## config.mk

```make
export PLATFORM = sky130hd
export DESIGN_NAME = response_frame_builder_crc16_core
export DESIGN_NICKNAME = d
export VERILOG_FILES = /design/src/hw/rtl/rfb_pkg.sv /design/src/hw/rtl/rfb_front.sv /design/src/hw/rtl/rfb_queue.sv /design/src/hw/rtl/rfb_back.sv /design/src/hw/rtl/response_frame_builder_crc16_core.sv
export SDC_FILE = /design/constraint.sdc
export NUM_CORES = 1
export LEC_CHECK = 0
export BUFFER_PORTS_ARGS = -buffer_cell sky130_fd_sc_hd__buf_2
export CAP_MARGIN = 20
export CELL_PAD_IN_SITES_DETAIL_PLACEMENT = 1
export CELL_PAD_IN_SITES_GLOBAL_PLACEMENT = 1
export CORE_AREA = 4 4 153 155
export CTS_BUF_LIST = sky130_fd_sc_hd__clkbuf_4
export CTS_CLUSTER_DIAMETER = 50
export DETAILED_ROUTE_END_ITERATION = 8
export DIE_AREA = 0 0 157 159
export GPL_TIMING_DRIVEN = 0
export PLACE_DENSITY = 0.81
export SYNTH_ARGS = -nofsm -noshare
export SYNTH_HDL_FRONTEND = slang
export SYNTH_SLANG_ARGS = --single-unit
```

## constraint.sdc

```tcl
create_clock -name clock -period 5.45 [get_ports clock]
set_input_delay 0.8175 -clock clock [delete_from_list [all_inputs] [get_ports clock]]
set_output_delay 0.8175 -clock clock [all_outputs]
set_load 0.02 [all_outputs]
```

## src/hw/rtl/rfb_pkg.sv

```systemverilog
// Package for the response frame builder: item codes, command struct,
// frame constants and the CRC-16/MODBUS byte update.
// No dependencies.
package rfb_pkg;

   // Input mode codes
   typedef enum logic [1:0] {
      MODE_CONTENT   = 2'd0,
      MODE_OK        = 2'd1,
      MODE_ERROR     = 2'd2,
      MODE_HEARTBEAT = 2'd3
   } mode_type;

   // Register indexes
   localparam logic [1:0] CSR_RESPONSE_TYPE = 2'd0;
   localparam logic [1:0] CSR_FRAME_VERSION = 2'd1;
   localparam logic [1:0] CSR_MAX_FRAME_LEN = 2'd2;

   // Register reset values
   localparam logic [7:0] RESPONSE_TYPE_RST = 8'd1;
   localparam logic [7:0] FRAME_VERSION_RST = 8'd1;
   localparam logic [8:0] MAX_FRAME_LEN_RST = 9'd268;

   // Commands from front to back
   typedef enum logic [1:0] {
      OP_REFUSE = 2'd0,
      OP_FRAME  = 2'd1,
      OP_BYTE   = 2'd2
   } op_type;

   typedef struct packed {
      op_type      op;
      logic [15:0] dev;
      logic [7:0]  kind;
      logic [15:0] cmd;
      logic [7:0]  len;
      logic        has_byte;
      logic [7:0]  data;
      logic        has_tail;
   } cmd_type;

   // Back-end sequencer states
   typedef enum logic [2:0] {
      BK_IDLE   = 3'd0,
      BK_REFUSE = 3'd1,
      BK_HEAD   = 3'd2,
      BK_BODY   = 3'd3,
      BK_TAIL   = 3'd4
   } bk_state_type;

   // Frame constants
   localparam logic [7:0]  HDR_BYTE0      = 8'hA5;
   localparam logic [7:0]  HDR_BYTE1      = 8'hB6;
   localparam logic [7:0]  TRL_BYTE0      = 8'hB6;
   localparam logic [7:0]  TRL_BYTE1      = 8'hA5;
   localparam logic [7:0]  ERR_TYPE       = 8'hFF;
   localparam logic [15:0] ERR_CMD        = 16'hEEEE;
   localparam logic [7:0]  HB_TYPE        = 8'h05;
   localparam logic [15:0] HB_CMD         = 16'h8888;
   localparam logic [7:0]  OK_DATA        = 8'hFF;
   localparam logic [9:0]  FRAME_OVERHEAD = 10'd13;
   localparam logic [15:0] CRC_INIT       = 16'hFFFF;
   localparam logic [15:0] CRC_POLY       = 16'hA001;

   // Step counter for header and trailer
   localparam int          STEP_W    = 4;
   localparam logic [3:0]  HEAD_LAST = 4'd8;
   localparam logic [3:0]  TAIL_LAST = 4'd3;

   // Command queue depth
   localparam int QUEUE_DEPTH = 2;

   // One byte through the reflected CRC-16/MODBUS
   function automatic logic [15:0] crc16_byte(input logic [15:0] crc, input logic [7:0] b);
      logic [15:0] c;
      c = crc ^ {8'h00, b};
      for (int k = 0; k < 8; k++) begin
         if (c[0]) begin
            c = (c >> 1) ^ CRC_POLY;
         end else begin
            c = c >> 1;
         end
      end
      return c;
   endfunction

endpackage

```

## src/hw/rtl/rfb_front.sv

```systemverilog
// Front end: accepts request items, tracks open and absorbed frames and
// turns each item into at most one command. Depends on rfb_pkg.
module rfb_front (
   input  logic             clock,
   input  logic             reset,
   input  logic             req_valid,
   output logic             req_ready,
   input  logic [1:0]       req_mode,
   input  logic [15:0]      req_device_id,
   input  logic [15:0]      req_cmd_word,
   input  logic [7:0]       req_content_size,
   input  logic [7:0]       req_content_byte,
   input  logic [7:0]       response_type,
   input  logic [8:0]       max_frame_len,
   input  logic             q_ready,
   output logic             q_push,
   output rfb_pkg::cmd_type q_cmd
);

   logic       frame_open_ff, frame_open_in;
   logic       discarding_ff, discarding_in;
   logic [7:0] bytes_left_ff, bytes_left_in;
   logic       accept;
   logic       has_cmd;
   logic       long_size, long_one, long_zero;
   logic [7:0] left_dec;
   rfb_pkg::mode_type mode;

   assign req_ready = q_ready;
   assign accept    = req_valid && req_ready;
   assign mode      = rfb_pkg::mode_type'(req_mode);
   assign left_dec  = (bytes_left_ff != 8'd0) ? bytes_left_ff - 8'd1 : 8'd0;

   // Length checks against the frame limit
   assign long_size = (rfb_pkg::FRAME_OVERHEAD + {2'b00, req_content_size})
                      > {1'b0, max_frame_len};
   assign long_one  = (rfb_pkg::FRAME_OVERHEAD + 10'd1) > {1'b0, max_frame_len};
   assign long_zero = rfb_pkg::FRAME_OVERHEAD > {1'b0, max_frame_len};

   // Classify the item
   always_comb begin
      frame_open_in = frame_open_ff;
      discarding_in = discarding_ff;
      bytes_left_in = bytes_left_ff;
      has_cmd       = 1'b0;
      q_cmd.op       = rfb_pkg::OP_FRAME;
      q_cmd.dev      = req_device_id;
      q_cmd.kind     = response_type;
      q_cmd.cmd      = req_cmd_word;
      q_cmd.len      = req_content_size;
      q_cmd.has_byte = 1'b0;
      q_cmd.data     = req_content_byte;
      q_cmd.has_tail = 1'b1;
      case (mode)
         rfb_pkg::MODE_CONTENT: begin
            if (discarding_ff) begin
               bytes_left_in = left_dec;
               if (left_dec == 8'd0) begin
                  discarding_in = 1'b0;
               end
            end else if (frame_open_ff) begin
               has_cmd        = 1'b1;
               q_cmd.op       = rfb_pkg::OP_BYTE;
               q_cmd.has_byte = 1'b1;
               q_cmd.has_tail = (left_dec == 8'd0);
               bytes_left_in  = left_dec;
               if (left_dec == 8'd0) begin
                  frame_open_in = 1'b0;
               end
            end else if (long_size) begin
               has_cmd  = 1'b1;
               q_cmd.op = rfb_pkg::OP_REFUSE;
               if (req_content_size > 8'd1) begin
                  bytes_left_in = req_content_size - 8'd1;
                  discarding_in = 1'b1;
               end
            end else begin
               has_cmd        = 1'b1;
               q_cmd.has_byte = (req_content_size != 8'd0);
               q_cmd.has_tail = (req_content_size <= 8'd1);
               if (req_content_size > 8'd1) begin
                  bytes_left_in = req_content_size - 8'd1;
                  frame_open_in = 1'b1;
               end
            end
         end
         rfb_pkg::MODE_OK: begin
            frame_open_in  = 1'b0;
            discarding_in  = 1'b0;
            bytes_left_in  = 8'd0;
            has_cmd        = 1'b1;
            q_cmd.op       = long_one ? rfb_pkg::OP_REFUSE : rfb_pkg::OP_FRAME;
            q_cmd.len      = 8'd1;
            q_cmd.has_byte = 1'b1;
            q_cmd.data     = rfb_pkg::OK_DATA;
         end
         rfb_pkg::MODE_ERROR: begin
            frame_open_in = 1'b0;
            discarding_in = 1'b0;
            bytes_left_in = 8'd0;
            has_cmd       = 1'b1;
            q_cmd.op      = long_zero ? rfb_pkg::OP_REFUSE : rfb_pkg::OP_FRAME;
            q_cmd.kind    = rfb_pkg::ERR_TYPE;
            q_cmd.cmd     = rfb_pkg::ERR_CMD;
            q_cmd.len     = 8'd0;
         end
         default: begin
            frame_open_in = 1'b0;
            discarding_in = 1'b0;
            bytes_left_in = 8'd0;
            has_cmd       = 1'b1;
            q_cmd.op      = long_zero ? rfb_pkg::OP_REFUSE : rfb_pkg::OP_FRAME;
            q_cmd.kind    = rfb_pkg::HB_TYPE;
            q_cmd.cmd     = rfb_pkg::HB_CMD;
            q_cmd.len     = 8'd0;
         end
      endcase
   end

   assign q_push = accept && has_cmd;

   // Frame tracking state
   always_ff @(posedge clock) begin
      if (reset) begin
         frame_open_ff <= 1'b0;
         discarding_ff <= 1'b0;
         bytes_left_ff <= 8'd0;
      end else if (accept) begin
         frame_open_ff <= frame_open_in;
         discarding_ff <= discarding_in;
         bytes_left_ff <= bytes_left_in;
      end
   end

endmodule

```

## src/hw/rtl/rfb_queue.sv

```systemverilog
// Short command queue between front and back end, held in flops.
// Depends on rfb_pkg.
module rfb_queue (
   input  logic             clock,
   input  logic             reset,
   input  logic             push,
   input  rfb_pkg::cmd_type push_cmd,
   output logic             not_full,
   input  logic             pop,
   output logic             not_empty,
   output rfb_pkg::cmd_type head_cmd
);

   localparam int PTR_W = (rfb_pkg::QUEUE_DEPTH > 1) ? $clog2(rfb_pkg::QUEUE_DEPTH) : 1;
   localparam int CNT_W = $clog2(rfb_pkg::QUEUE_DEPTH + 1);
   localparam logic [PTR_W-1:0] PTR_LAST = PTR_W'(rfb_pkg::QUEUE_DEPTH - 1);
   localparam logic [CNT_W-1:0] CNT_FULL = CNT_W'(rfb_pkg::QUEUE_DEPTH);

   rfb_pkg::cmd_type  entry_ff [rfb_pkg::QUEUE_DEPTH];
   logic [PTR_W-1:0]  wr_ptr_ff, wr_ptr_in;
   logic [PTR_W-1:0]  rd_ptr_ff, rd_ptr_in;
   logic [CNT_W-1:0]  count_ff, count_in;
   logic              do_push, do_pop;

   assign not_full  = (count_ff != CNT_FULL);
   assign not_empty = (count_ff != '0);
   assign do_push   = push && not_full;
   assign do_pop    = pop && not_empty;
   assign head_cmd  = entry_ff[rd_ptr_ff];

   // Pointer and count update
   always_comb begin
      wr_ptr_in = wr_ptr_ff;
      rd_ptr_in = rd_ptr_ff;
      count_in  = count_ff;
      if (do_push) begin
         wr_ptr_in = (wr_ptr_ff == PTR_LAST) ? '0 : wr_ptr_ff + 1'b1;
      end
      if (do_pop) begin
         rd_ptr_in = (rd_ptr_ff == PTR_LAST) ? '0 : rd_ptr_ff + 1'b1;
      end
      if (do_push && !do_pop) begin
         count_in = count_ff + 1'b1;
      end else if (do_pop && !do_push) begin
         count_in = count_ff - 1'b1;
      end
   end

   always_ff @(posedge clock) begin
      if (reset) begin
         wr_ptr_ff <= '0;
         rd_ptr_ff <= '0;
         count_ff  <= '0;
      end else begin
         wr_ptr_ff <= wr_ptr_in;
         rd_ptr_ff <= rd_ptr_in;
         count_ff  <= count_in;
      end
   end

   // Entry storage
   always_ff @(posedge clock) begin
      if (do_push) begin
         entry_ff[wr_ptr_ff] <= push_cmd;
      end
   end

endmodule

```

## src/hw/rtl/rfb_back.sv

```systemverilog
// Back end: sequencer that serializes one command into frame bytes,
// runs the CRC and drives the response output register. Depends on rfb_pkg.
module rfb_back (
   input  logic             clock,
   input  logic             reset,
   input  logic             q_valid,
   input  rfb_pkg::cmd_type q_cmd,
   output logic             q_pop,
   input  logic [7:0]       frame_version,
   output logic             rsp_valid,
   input  logic             rsp_ready,
   output logic [7:0]       rsp_out_byte,
   output logic             rsp_frame_end,
   output logic             rsp_refused
);

   rfb_pkg::bk_state_type       state_ff, state_in;
   logic [rfb_pkg::STEP_W-1:0]  step_ff, step_in;
   rfb_pkg::cmd_type            cmd_ff;
   logic                        cmd_load;
   logic [15:0]                 crc_ff, crc_in;
   logic                        rsp_valid_ff, rsp_valid_in;
   logic [7:0]                  byte_ff;
   logic                        end_ff, refused_ff;
   logic                        adv;
   logic [7:0]                  byte_sel;
   logic                        end_sel, refused_sel;
   logic                        crc_en, crc_restart, crc_clear;

   // A byte moves into the output register when it is free or draining
   assign adv = (state_ff != rfb_pkg::BK_IDLE) && (!rsp_valid_ff || rsp_ready);

   // Next state
   always_comb begin
      state_in = state_ff;
      step_in  = step_ff;
      q_pop    = 1'b0;
      cmd_load = 1'b0;
      case (state_ff)
         rfb_pkg::BK_IDLE: begin
            if (q_valid) begin
               q_pop    = 1'b1;
               cmd_load = 1'b1;
               step_in  = '0;
               case (q_cmd.op)
                  rfb_pkg::OP_REFUSE: state_in = rfb_pkg::BK_REFUSE;
                  rfb_pkg::OP_BYTE:   state_in = rfb_pkg::BK_BODY;
                  default:            state_in = rfb_pkg::BK_HEAD;
               endcase
            end
         end
         rfb_pkg::BK_REFUSE: begin
            if (adv) begin
               state_in = rfb_pkg::BK_IDLE;
            end
         end
         rfb_pkg::BK_HEAD: begin
            if (adv) begin
               if (step_ff == rfb_pkg::HEAD_LAST) begin
                  step_in = '0;
                  if (cmd_ff.has_byte) begin
                     state_in = rfb_pkg::BK_BODY;
                  end else if (cmd_ff.has_tail) begin
                     state_in = rfb_pkg::BK_TAIL;
                  end else begin
                     state_in = rfb_pkg::BK_IDLE;
                  end
               end else begin
                  step_in = step_ff + 1'b1;
               end
            end
         end
         rfb_pkg::BK_BODY: begin
            if (adv) begin
               step_in  = '0;
               state_in = cmd_ff.has_tail ? rfb_pkg::BK_TAIL : rfb_pkg::BK_IDLE;
            end
         end
         rfb_pkg::BK_TAIL: begin
            if (adv) begin
               if (step_ff == rfb_pkg::TAIL_LAST) begin
                  step_in  = '0;
                  state_in = rfb_pkg::BK_IDLE;
               end else begin
                  step_in = step_ff + 1'b1;
               end
            end
         end
         default: begin
            state_in = rfb_pkg::BK_IDLE;
            step_in  = '0;
         end
      endcase
   end

   // Byte selection per state and step
   always_comb begin
      byte_sel    = 8'h00;
      end_sel     = 1'b0;
      refused_sel = 1'b0;
      crc_en      = 1'b0;
      crc_restart = 1'b0;
      crc_clear   = 1'b0;
      case (state_ff)
         rfb_pkg::BK_REFUSE: begin
            end_sel     = 1'b1;
            refused_sel = 1'b1;
         end
         rfb_pkg::BK_HEAD: begin
            crc_en      = 1'b1;
            crc_restart = (step_ff == '0);
            case (step_ff)
               4'd0:    byte_sel = rfb_pkg::HDR_BYTE0;
               4'd1:    byte_sel = rfb_pkg::HDR_BYTE1;
               4'd2:    byte_sel = cmd_ff.dev[15:8];
               4'd3:    byte_sel = cmd_ff.dev[7:0];
               4'd4:    byte_sel = cmd_ff.kind;
               4'd5:    byte_sel = cmd_ff.cmd[15:8];
               4'd6:    byte_sel = cmd_ff.cmd[7:0];
               4'd7:    byte_sel = cmd_ff.len;
               default: byte_sel = frame_version;
            endcase
         end
         rfb_pkg::BK_BODY: begin
            crc_en   = 1'b1;
            byte_sel = cmd_ff.data;
         end
         rfb_pkg::BK_TAIL: begin
            case (step_ff)
               4'd0:    byte_sel = crc_ff[15:8];
               4'd1:    byte_sel = crc_ff[7:0];
               4'd2:    byte_sel = rfb_pkg::TRL_BYTE0;
               default: begin
                  byte_sel  = rfb_pkg::TRL_BYTE1;
                  end_sel   = 1'b1;
                  crc_clear = 1'b1;
               end
            endcase
         end
         default: begin
            byte_sel = 8'h00;
         end
      endcase
   end

   // CRC accumulator
   always_comb begin
      crc_in = crc_ff;
      if (adv) begin
         if (crc_en) begin
            crc_in = rfb_pkg::crc16_byte(crc_restart ? rfb_pkg::CRC_INIT : crc_ff, byte_sel);
         end else if (crc_clear) begin
            crc_in = rfb_pkg::CRC_INIT;
         end
      end
   end

   // Output register valid
   always_comb begin
      if (adv) begin
         rsp_valid_in = 1'b1;
      end else if (rsp_ready) begin
         rsp_valid_in = 1'b0;
      end else begin
         rsp_valid_in = rsp_valid_ff;
      end
   end

   always_ff @(posedge clock) begin
      if (reset) begin
         state_ff     <= rfb_pkg::BK_IDLE;
         step_ff      <= '0;
         crc_ff       <= rfb_pkg::CRC_INIT;
         rsp_valid_ff <= 1'b0;
      end else begin
         state_ff     <= state_in;
         step_ff      <= step_in;
         crc_ff       <= crc_in;
         rsp_valid_ff <= rsp_valid_in;
      end
   end

   // Payload registers
   always_ff @(posedge clock) begin
      if (cmd_load) begin
         cmd_ff <= q_cmd;
      end
      if (adv) begin
         byte_ff    <= byte_sel;
         end_ff     <= end_sel;
         refused_ff <= refused_sel;
      end
   end

   assign rsp_valid     = rsp_valid_ff;
   assign rsp_out_byte  = byte_ff;
   assign rsp_frame_end = end_ff;
   assign rsp_refused   = refused_ff;

   // A refusal is a single zero byte that also ends the frame
   a_refuse_shape: assert property (@(posedge clock) disable iff (reset)
      (rsp_valid_ff && refused_ff) |-> (end_ff && byte_ff == 8'h00))
      else $error("refusal result malformed");

   // Header step never runs past the version byte
   a_head_step: assert property (@(posedge clock) disable iff (reset)
      (state_ff == rfb_pkg::BK_HEAD) |-> (step_ff <= rfb_pkg::HEAD_LAST))
      else $error("header step out of range");

   // Trailer step never runs past the last trailer byte
   a_tail_step: assert property (@(posedge clock) disable iff (reset)
      (state_ff == rfb_pkg::BK_TAIL) |-> (step_ff <= rfb_pkg::TAIL_LAST))
      else $error("trailer step out of range");

   // A command is taken only in idle, and taking one moves the sequencer out of idle
   a_pop_idle: assert property (@(posedge clock) disable iff (reset)
      q_pop |=> (state_ff != rfb_pkg::BK_IDLE))
      else $error("command popped without starting");

endmodule

```

## src/hw/rtl/response_frame_builder_crc16_core.sv

```systemverilog
// With the back end idle, an item's first result byte passes through the command queue,
// the back-end command register and the output register, then one byte per cycle
// follows while rsp_ready is high.
// The back-end byte sequencer returns to idle between commands, and the 2-entry
// command queue lets input run ahead.
// Reset (synchronous): registers to their defaults, queue empty, CRC FFFF.
module response_frame_builder_crc16_core (
   input  logic        clock,
   input  logic        reset,
   input  logic        req_valid,
   output logic        req_ready,
   input  logic [1:0]  req_mode,
   input  logic [15:0] req_device_id,
   input  logic [15:0] req_cmd_word,
   input  logic [7:0]  req_content_size,
   input  logic [7:0]  req_content_byte,
   output logic        rsp_valid,
   input  logic        rsp_ready,
   output logic [7:0]  rsp_out_byte,
   output logic        rsp_frame_end,
   output logic        rsp_refused,
   input  logic        csr_valid,
   output logic        csr_ready,
   input  logic [1:0]  csr_index,
   input  logic [8:0]  csr_wdata
);

   logic [7:0]       response_type_ff;
   logic [7:0]       frame_version_ff;
   logic [8:0]       max_frame_len_ff;
   logic             q_ready, q_push, q_valid, q_pop;
   rfb_pkg::cmd_type push_cmd, head_cmd;

   // Configuration registers, always ready
   assign csr_ready = 1'b1;

   always_ff @(posedge clock) begin
      if (reset) begin
         response_type_ff <= rfb_pkg::RESPONSE_TYPE_RST;
         frame_version_ff <= rfb_pkg::FRAME_VERSION_RST;
         max_frame_len_ff <= rfb_pkg::MAX_FRAME_LEN_RST;
      end else if (csr_valid && csr_ready) begin
         case (csr_index)
            rfb_pkg::CSR_RESPONSE_TYPE: response_type_ff <= csr_wdata[7:0];
            rfb_pkg::CSR_FRAME_VERSION: frame_version_ff <= csr_wdata[7:0];
            rfb_pkg::CSR_MAX_FRAME_LEN: max_frame_len_ff <= csr_wdata;
            default: begin
            end
         endcase
      end
   end

   rfb_front u_front (
      .clock            (clock),
      .reset            (reset),
      .req_valid        (req_valid),
      .req_ready        (req_ready),
      .req_mode         (req_mode),
      .req_device_id    (req_device_id),
      .req_cmd_word     (req_cmd_word),
      .req_content_size (req_content_size),
      .req_content_byte (req_content_byte),
      .response_type    (response_type_ff),
      .max_frame_len    (max_frame_len_ff),
      .q_ready          (q_ready),
      .q_push           (q_push),
      .q_cmd            (push_cmd)
   );

   rfb_queue u_queue (
      .clock     (clock),
      .reset     (reset),
      .push      (q_push),
      .push_cmd  (push_cmd),
      .not_full  (q_ready),
      .pop       (q_pop),
      .not_empty (q_valid),
      .head_cmd  (head_cmd)
   );

   rfb_back u_back (
      .clock         (clock),
      .reset         (reset),
      .q_valid       (q_valid),
      .q_cmd         (head_cmd),
      .q_pop         (q_pop),
      .frame_version (frame_version_ff),
      .rsp_valid     (rsp_valid),
      .rsp_ready     (rsp_ready),
      .rsp_out_byte  (rsp_out_byte),
      .rsp_frame_end (rsp_frame_end),
      .rsp_refused   (rsp_refused)
   );

endmodule

```

==> results of run 1 <==
[critical path, stage by stage, from the launching register on]
cell and delay [ns]:
dfxtp_1 0.38, inv_1 0.12, ha_1 0.25, buf_2 0.21
a221oi_1 0.42, a31oi_1 0.10, and3_1 0.23, a311oi_2 0.44
xnor2_1 0.17, xnor2_1 0.27, xnor3_2 0.53, xnor3_1 0.37
a21oi_1 0.15
[final timing paths]
check | to | cells past startpoint
worst min-delay path | u_queue.entry_ff[1][56] | 1
worst max-delay path | u_back.crc_ff[0] | 12
worst min register to register | u_front.bytes_left_ff[7] | 2
worst max register to register | u_back.crc_ff[0] | 12
[cell families after synthesis]
logic type               count (synthesis)
multiplexers                            80
flip-flops                             252
other                                    1
adder cells (fa/ha/maj)                 20
AND/OR/NAND/NOR                        240
buffers and inverters                   77
XOR/XNOR                                45
AO/OA/AOI/OAI                          159
[metal layers]
layer | global-route usage | vias up | part of all wire
li1 | - | 3556 | -
met1 | 0.309 | 3821 | 0.40
met2 | 0.390 | 293 | 0.50
met3 | 0.0582 | 65 | 0.071
met4 | 0.0848 | 0 | 0.029
met5 | 0 | - | 0
[cells in the mapped netlist (6+ instances only)]
cell type	count
o22ai_1	13
inv_1	29
a22oi_1	14
ha_1	20
or2_2	9
xnor2_1	30
a31oi_1	7
a221oi_1	8
nor2_1	83
buf_1	9
nand2_1	41
a21oi_1	31
clkbuf_1	22
and2_1	10
nor3_1	20
mux2i_1	22
nand3_1	7
o21a_1	8
nor4_1	6
xor2_1	13
o21ai_0	28
mux2_2	58
dfxtp_1	64
edfxtp_1	188
buf_4	6
nor2b_1	8
o211ai_1	7
nand2b_1	24
nor3b_1	6
nand4_1	6
[state kept, by name, indices dropped and copies added, names as in the netlist, named ones only]
register / count
u_queue.count_ff: 2
u_back.rsp_valid: 1
frame_version_ff: 8
u_back.rsp_frame_end: 1
u_queue.entry_ff: 120
u_back.rsp_refused: 1
u_back.crc_ff: 16
u_back.state_ff: 3
u_back.cmd_ff: 58
u_front.bytes_left_ff: 8
response_type_ff: 8
u_back.rsp_out_byte: 8
u_front.discarding_ff: 1
u_queue.wr_ptr_ff: 1
u_queue.rd_ptr_ff: 1
max_frame_len_ff: 9
u_front.frame_open_ff: 1
u_back.step_ff: 4
[per-stage QoR]
step	setup slack [ns]	cell area, sq um	setup TNS [ns]	utilization
after global placement	-1.01	11900	-60.11	0.543
after floorplan	0.856	11100	0	-
after CTS	1.77	12700	0	0.584
after global routing	1.50	12700	0	0.584
final	1.69	12700	0	0.584
after detailed placement	1.59	11900	0	0.547
[power by group]
part	total [mW]	switching, mW	internal (mW)
registers	2.89	0.224	2.67
clock network	1.58	0.754	0.821
logic	1.72	1.02	0.701
[cell type report]
cell class              count  area, sq um
diodes                      1         2.50
plain buffers              48          248
clock buffers              99          743
clock inverters            15         65.1
fillers                  2290         9080
inverters                  29          109
multi-input cells         545         3870
flip-flops and latches    252         6930
well taps                 280          350
repair buffers             75          420
==> impl_results.md, run 1 <==
* Die W at approximately 160 um
* Critical path startpoint: u_back.step_ff[0]
* Post-synthesis mux area share at 0.0784
* Most frequent cells in the layout: edfxtp_1 (188), clkbuf_4 (99), nor2_1 (83), buf_2 (77), dfxtp_1 (64)
* Total wire length at 29200 um
* Worst hold margin at 0.269 ns
* Max_cap viols at 0
* Initial core utilization at 0.511
* Post-CTS resize count at 0
* 1st-iter DRT viols at 613
* Async SR Flop Fraction at 0
* GRT Total Usage at 0.238
* Cells after DPL at between 1000 and 1500
* Static leakage at 4.79 nW
* # port buffers at 72
* Syn_nets at 960
* Period utilization at 0.691
* Die height at around 160 um
* Most common cell after layout, fill and taps aside: edfxtp_1
* Status: finished, final reports clean
* CP Capture Type: flop
* PD cells at 486 nW/um^2
* Sequential fraction of the synthesis area at 0.622
* Clk_lat worst skew at around 0.74 ns
* Largest family of logic cells by synthesized area: simple AND/OR/NAND/NOR gates
* Gp weighted congestion at 0.911
* Largest net degree at the start of global routing at 61
* Non-Filler Instances at 1344
* Post-synthesis adder-cell area fraction at 0.0225
* First-pass GRT wire length at 46100 um
* Hold_buf cts at 0
* Wire per inst at around 22 um
* Vias in the first global route at 8280
* R2r startpoint: u_back.step_ff[0]
* Final setup vio count at 0
* Worst IR Drop VDD at 0.223 mV
* Worst path arrival time at 4.38 ns
* Cts bufs inserted at 60
* # rows at 54
* Fmax at approximately 0.27 GHz
* Total power draw at 6.19 mW
* DRC errors left at 0
* Maximum buffer depth of the clock tree at 3
* RSZ-0062 raised after global routing: false
* XOR/XNOR Fraction of Synth Area at 0.0380
* Clock-pin slew on the worst setup and hold paths at 0.08 ns
* Hold Path Class: input port to flop
* Clock root cell: clkbuf_4
* Kind of critical path: flop to flop
* Detailed Routing Iterations Pass 1 at 7
* Hold Fails Final Rpt at 0
* Crit path max fanout at 10
* Top Ports at 79
* Post-CTS Setup Repair Bufs at 0
* Synth warn at 0
* Initial antenna violation count at 1
* Antenna-violating nets left at 0
* EDFF count, synth at 188
* CTS sink count at 252
* Area Overhead vs Synth at 14.3%
* Clock Skew at 0.0754 ns
* Full die area at 25000 sq um
* Netlist cell types at just under 70
* Measured slew at the worst slew-check pin at approximately 1.1 ns
* Fin. max-slew vios at 0
* Leading area contributor after synthesis: edfxtp_1
* Ys flop type: edfxtp_1
* Top cell type's share of synthesized area at 0.507
* Post-Syn Area at ~11000 sq um
* H-tree depth at 2
* GRT overflow at 0
* HPWL Detailed at 20700 um
* Seq cells post-synth at 252
* Startpoint Class: flop
* R2R setup slack at roughly 1.7 ns
* Mapped Cells at a little under 900
* Synth top area cells: edfxtp_1 (51%), dfxtp_1 (11%), mux2_2 (5.9%)
* Core box area at roughly 22000 sq um
* Min Tclk post-route at 3.76 ns
* Synth Area in Compound Gates at 0.0994
* CTS tree: done
* Synth Area in Simple Gates at 0.108
* Worst slew margin at 0.287
* CP Data Required Time at 6.06 ns
* Final nets at about 1100
* Worst hold start: req_device_id[14]
* Mapped Avg Cell Area at approximately 13 sq um
* Vias per Instance at 5.76
* Share of layout cells above drive strength 1 at 0.262
* Vias after detailed routing at 7735
(Power assumes the default switching activity.)
==> inputs of run 2 (changes only) <==
Settings changed: CORE_AREA 4 4 153 155 to 4 4 161 163, DIE_AREA 0 0 157 159 to 0 0 165 167, PLACE_DENSITY 0.81 to 0.77.
Clock period 5.45 ns to 3.1 ns, I/O delays scaled along.
==> run 2 against run 1 <==
The run now ends with setup timing left. Sequential power rose by 76%. Sequential share of layout area down 2.8 points. Clock skew decreased by 0.014 ns. Final cell count up 6.8%. First-iteration DRC count fell by 16%. Critical endpoint is now u_back.crc_ff[15].
==> impl_results.md, run 2 (synthesis results as in run 1) <==
* Status: complete, but fails checks
* Failing checks: setup timing
* Initial core utilization at 0.458
* Comb power frac at 0.305
* Fin. max-slew vios at 0
* Top Ports at 79
* Kind of critical path: flop to flop
* Largest registers: u_queue.entry_ff (120), u_back.cmd_ff (58), u_back.crc_ff (16)
* Vias after detailed routing at 7916
* Crit path cell chain: inv_4, ha_4, buf_8, buf_4, buf_4, a222oi_1, a31oi_1, a311oi_4, xnor2_1, xnor3_2, buf_6, xor2_2, a21oi_1
* Total power draw at 11.7 mW
* Min Tclk post-route at 3.24 ns
* HPWL Detailed at 20300 um
* Measured slew at the worst slew-check pin at 1.02 ns
* Non-Filler Instances at 1436
* Static leakage at 5.12 nW
* Slowest-stage cell, CP: xnor3_2
* Detailed Routing Iterations Pass 1 at 5
* Fillcell total at 2557
* Die height at about 170 um
* GRT Total Usage at 0.221
* CP Capture Type: flop
* Cells after DPL at 1273
* Clock root cell: clkbuf_4
* Max Used Layer: met4
* Gp weighted congestion at 0.891
* Worst slew margin at 0.322
* Final nets at 1146
* Finished Core Util at 0.553
* Clk_lat worst skew at 0.67 ns
* Final setup vio count at 3
* Met1 wire length at ~13000 um
* Vias in the first global route at 8488
* Maximum buffer depth of the clock tree at 3
* CTS tree: done
* Worst hold margin at ~0.077 ns
* Share of layout cells above drive strength 1 at 0.308
* Hold Fails Final Rpt at 0
* RSZ-0062 raised after global routing: true
* Max stage delay on crit path at 0.45 ns
* # rows at 57
* Die W at 165 um
* CTS sink count at 252
* Worst IR Drop VDD at 0.404 mV
* Largest Register: u_queue.entry_ff
* Period utilization at 1.05
* Clock Skew at 0.0615 ns
* Antenna-violating nets left at 0
* Max_cap viols at 0
* Switch Pwr at ~3.8 mW
* Switching share of total power at 0.323
* Sequential power share at 0.435
* Final Worst Setup Slack at -0.144 ns
* Largest net degree at the start of global routing at 61
* Most common cell after layout, fill and taps aside: edfxtp_1
* Clock share of power at 0.260
* Buffers and inverters on the worst path at 5
* Top delay family on crit path: compound AO/OA/AOI/OAI gates
* Full die area at between 20000 and 30000 sq um
* DRC errors left at 0
* Startpoint Class: flop
* WL met2 at 14900 um
* CP Data Required Time at 3.70 ns
* Most frequent cells in the layout: edfxtp_1 (188), clkbuf_4 (108), nor2_1 (83), buf_2 (77), dfxtp_1 (62)
* Number of flip-flops in the largest register at 120
* Cts bufs inserted at slightly below 70
* Hold Path Class: input port to flop
* Most frequent CP cell: buf_4
* 1st-iter DRT viols at 515
* PD cells at 871 nW/um^2
* Worst path arrival time at 3.85 ns
* Fin Setup TNS at -0.318 ns
* Total wire length at 30200 um
* Wire per inst at between 20 and 25 um
* Vias per Instance at 5.51
* H-tree depth at 3
* Crit path max fanout at 4
* Met3 Wirelength at 1830 um
* GRT overflow at 0
* First-pass GRT wire length at 47200 um
* # port buffers at just over 70
* Internal power at 7.93 mW
* Initial antenna violation count at 1
* Clock-pin slew on the worst setup and hold paths at 0.09 ns
* Area Overhead vs Synth at 20.7%
* Core box area at 24300 sq um
* Fmax at 0.308 GHz
==> run 2: cell count changes in the layout (fill, tap and decap cells not counted), sizes merged <==
cell	delta
buf	+26
clkinv	-2
bufinv	+1
dlygate4sd3	+16
clkbuf	+7
==> run 2: per-stage QoR <==
stage	cell area, sq um	worst slack (ns)
after detailed placement	12000	-0.612
final	13500	-0.144
after global routing	13500	-0.200
after floorplan	11100	0.121
after CTS	13300	-0.137
after global placement	11900	-1.02
==> run 2: path summary, 6_finish.rpt <==
path / cells past startpoint / from / slack (ns) / endpoint
setup / recovery: 13 / u_back.step_ff[1] / -0.14 / u_back.crc_ff[15]
hold reg to reg: 2 / max_frame_len_ff[4] / 0.49 / max_frame_len_ff[4]
setup reg to reg: 13 / u_back.step_ff[1] / -0.14 / u_back.crc_ff[15]
hold / removal: 3 / csr_wdata[8] / 0.08 / max_frame_len_ff[8]
==> run 2: worst min-delay path, cell delays in order <==
cell	delay, ns
buf_2	0.09
o21ai_0	0.08
nand2b_1	0.06
==> run 2: area by class of cell <==
class / instances / area (sq um) / area share
Timing Repair Buffer: 115 / 764 / 0.0568
Multi-Input combinational cell: 545 / 4060 / 0.302
Buffer: 48 / 275 / 0.0205
Tap cell: 324 / 405 / 0.0301
Inverter: 29 / 114 / 0.00846
Clock inverter: 14 / 83.8 / 0.00623
Clock buffer: 108 / 811 / 0.0603
Antenna cell: 1 / 2.50 / 0.000186
Sequential cell: 252 / 6930 / 0.515
==> run 2: routing by layer <==
| layer | track usage | vias up |
|---|---|---|
| met2 | 0.365 | 284 |
| met4 | 0.0785 | 0 |
| li1 | - | 3646 |
| met3 | 0.0504 | 71 |
| met1 | 0.286 | 3915 |
| met5 | 0 | - |
==> run 2: power by group through the flow <==
stage,logic (mW),clock network (mW),registers (mW)
6_report,3.58,3.05,5.10
5_1_grt,3.86,3.36,5.15
4_1_cts,3.39,3.14,5.09
3_5_place_dp,3.03,0,5.14
3_3_place_gp,2.82,0,5.15
2_1_floorplan,2.08,0,5.05
==> run 2: timing repair <==
item                                    4_1_cts  5_1_grt
hold buffers                                 16        0
setup buffers                                17        7
hold endpoints to repair                     32        0
endpoints found under the setup margin        8        7
pin swaps                                    17       21
gates resized for setup                      38       13
==> inputs of run 3 (changes only) <==
Settings changed: SKIP_LAST_GASP set to 1.
==> run 3 against run 2 <==
The run still ends with setup timing left. Setup slack improved by 0.056 ns. Count of clock-buffer cells in the layout unchanged. Routed wire length increased by 0.53%. Non-clock buffer count increased by 5. First-iteration DRC count increased by 8.9%. Critical path type unchanged. Critical endpoint unchanged.
==> impl_results.md, run 3 (synthesis results as in run 1) <==
* Cts bufs inserted at 69
* Largest registers: u_queue.entry_ff (120), u_back.cmd_ff (58), u_back.crc_ff (16)
* HPWL Detailed at 20300 um
* 1st-iter DRT viols at around 560
* Detailed Routing Iterations Pass 1 at 6
* Core box area at 24300 sq um
* Clock root cell: clkbuf_4
* Failing checks: setup timing
* Vias in the first global route at roughly 8500
* Wire per inst at 21.1 um
* Cell area after layout at between 10000 and 15000 sq um
* First-pass GRT wire length at roughly 47000 um
* Most common cell after layout, fill and taps aside: edfxtp_1
* H-tree depth at 3
* Share of layout cells above drive strength 1 at 0.315
* Startpoint Class: flop
* Final setup vio count at 3
* Worst hold start: csr_wdata[8]
* # port buffers at between 70 and 80
* Clk_lat worst skew at 0.67 ns
* Static leakage at 5.15 nW
* Full die area at around 28000 sq um
* Pre-CTS WS at -0.612 ns
* CTS tree: done
* Period utilization at 1.03
* Most frequent cells in the layout: edfxtp_1 (188), clkbuf_4 (108), nor2_1 (83), buf_2 (76), dfxtp_1 (62)
* Total power draw at 11.8 mW
* RSZ-0062 raised after global routing: true
* Kind of critical path: flop to flop
* Final Worst Setup Slack at -0.0874 ns
* Measured slew at the worst slew-check pin at 1.03 ns
* Worst slew margin at 0.313
* Vias per Instance at ~5.5
* Vias after detailed routing at 7974
* Hold Fails Final Rpt at 0
* Area Overhead vs Synth at 21.4%
* CP Capture Type: flop
* Die height at 167 um
* Worst path arrival time at about 3.8 ns
* Number of flip-flops in the largest register at 120
* Max_cap viols at 0
* Largest net degree at the start of global routing at 61
* Gp weighted congestion at 0.891
* Fmax at 0.314 GHz
* GRT overflow at 0
* Top Ports at 79
* Total wire length at approximately 30000 um
* Fin. max-slew vios at 0
* Critical path startpoint: u_back.step_ff[1]
* Clock Skew at 0.0521 ns
* DRC errors left at 0
* Maximum buffer depth of the clock tree at 3
* Fin Setup TNS at -0.201 ns
* Status: complete, but fails checks
* R2r startpoint: u_back.step_ff[1]
* Placed Area at 12000 sq um
* Worst IR Drop VDD at 0.389 mV
* Clock-pin slew on the worst setup and hold paths at 0.08 ns
* GRT Total Usage at 0.221
* Min Tclk post-route at 3.19 ns
* CP Data Required Time at between 3 and 4 ns
* Antenna-violating nets left at 0
* PD cells at 870 nW/um^2
* Die W at 165 um
* CTS sink count at 252
* Initial core utilization at 0.458
* Initial antenna violation count at 2
* Hold Path Class: input port to flop
* Largest Register: u_queue.entry_ff
* Crit path max fanout at 4
* Final nets at between 1000 and 1500
* # rows at 57
## run 3: changes by cell type in the layout (fill, tap and decap cells not counted), sizes merged
| cell | change |
|---|---|
| buf | +4 |
| clkbuf | +1 |
## run 3: cell type report
cell class | instances | area (sq um)
diodes | 1 | 2.50
plain buffers | 48 | 279
clock buffers | 108 | 811
clock inverters | 14 | 83.8
fillers | 2556 | 10800
inverters | 29 | 119
multi-input cells | 545 | 4080
flip-flops and latches | 252 | 6930
well taps | 324 | 405
repair buffers | 120 | 806
## run 3: routing by layer
layer  vias to the layer above  wire length, um  global-route usage
met5                         -               13                   0
met2                       271            15000               0.365
li1                       3659                -                   -
met4                         2              875              0.0785
met1                      3969            12700               0.285
met3                        73             1790              0.0504
## run 3: through the flow
stage | std cells | util | hold WS, ns
after global routing | 1441 | 0.556 | 0.0325
after global placement | 1270 | 0.490 | 0.476
final | 1441 | 0.556 | 0.0632
after CTS | 1428 | 0.548 | 0.0177
after floorplan | 874 | - | 0.452
after detailed placement | 1273 | 0.493 | 0.483
## run 3: where the power goes
group	leakage, nW	internal, mW	total [mW]	switching [mW]
Combinational	2.33	1.60	3.61	2.01
Clock	0.538	1.66	3.05	1.39
Sequential	2.28	4.70	5.11	0.410
## run 3: final timing paths
| path | endpoint | slack, ns | depth (start not counted) |
|---|---|---|---|
| min reg2reg | u_front.bytes_left_ff[7] | 0.49 | 2 |
| max | u_back.crc_ff[15] | -0.09 | 15 |
| max reg2reg | u_back.crc_ff[15] | -0.09 | 15 |
| min | max_frame_len_ff[8] | 0.06 | 3 |
## run 3: what timing repair did
| action | 4_1_cts | 5_1_grt |
|---|---|---|
| gates resized for setup | 36 | 25 |
| hold buffers | 16 | 0 |
| pin swaps | 14 | 24 |
| endpoints found under the setup margin | 8 | 7 |
| endpoints found under the hold margin | 32 | 0 |
| setup buffers | 17 | 12 |
## run 3: critical path, cell delays in order (launching register included)
cell	delay (ns)
dfxtp_4	0.42
inv_6	0.06
ha_4	0.17
buf_8	0.13
buf_4	0.14
buf_4	0.14
a22oi_2	0.15
a31oi_2	0.13
and3_4	0.22
a311oi_4	0.29
xnor2_2	0.13
xnor2_2	0.23
xnor3_2	0.50
buf_6	0.15
xor2_2	0.13
a21oi_1	0.13
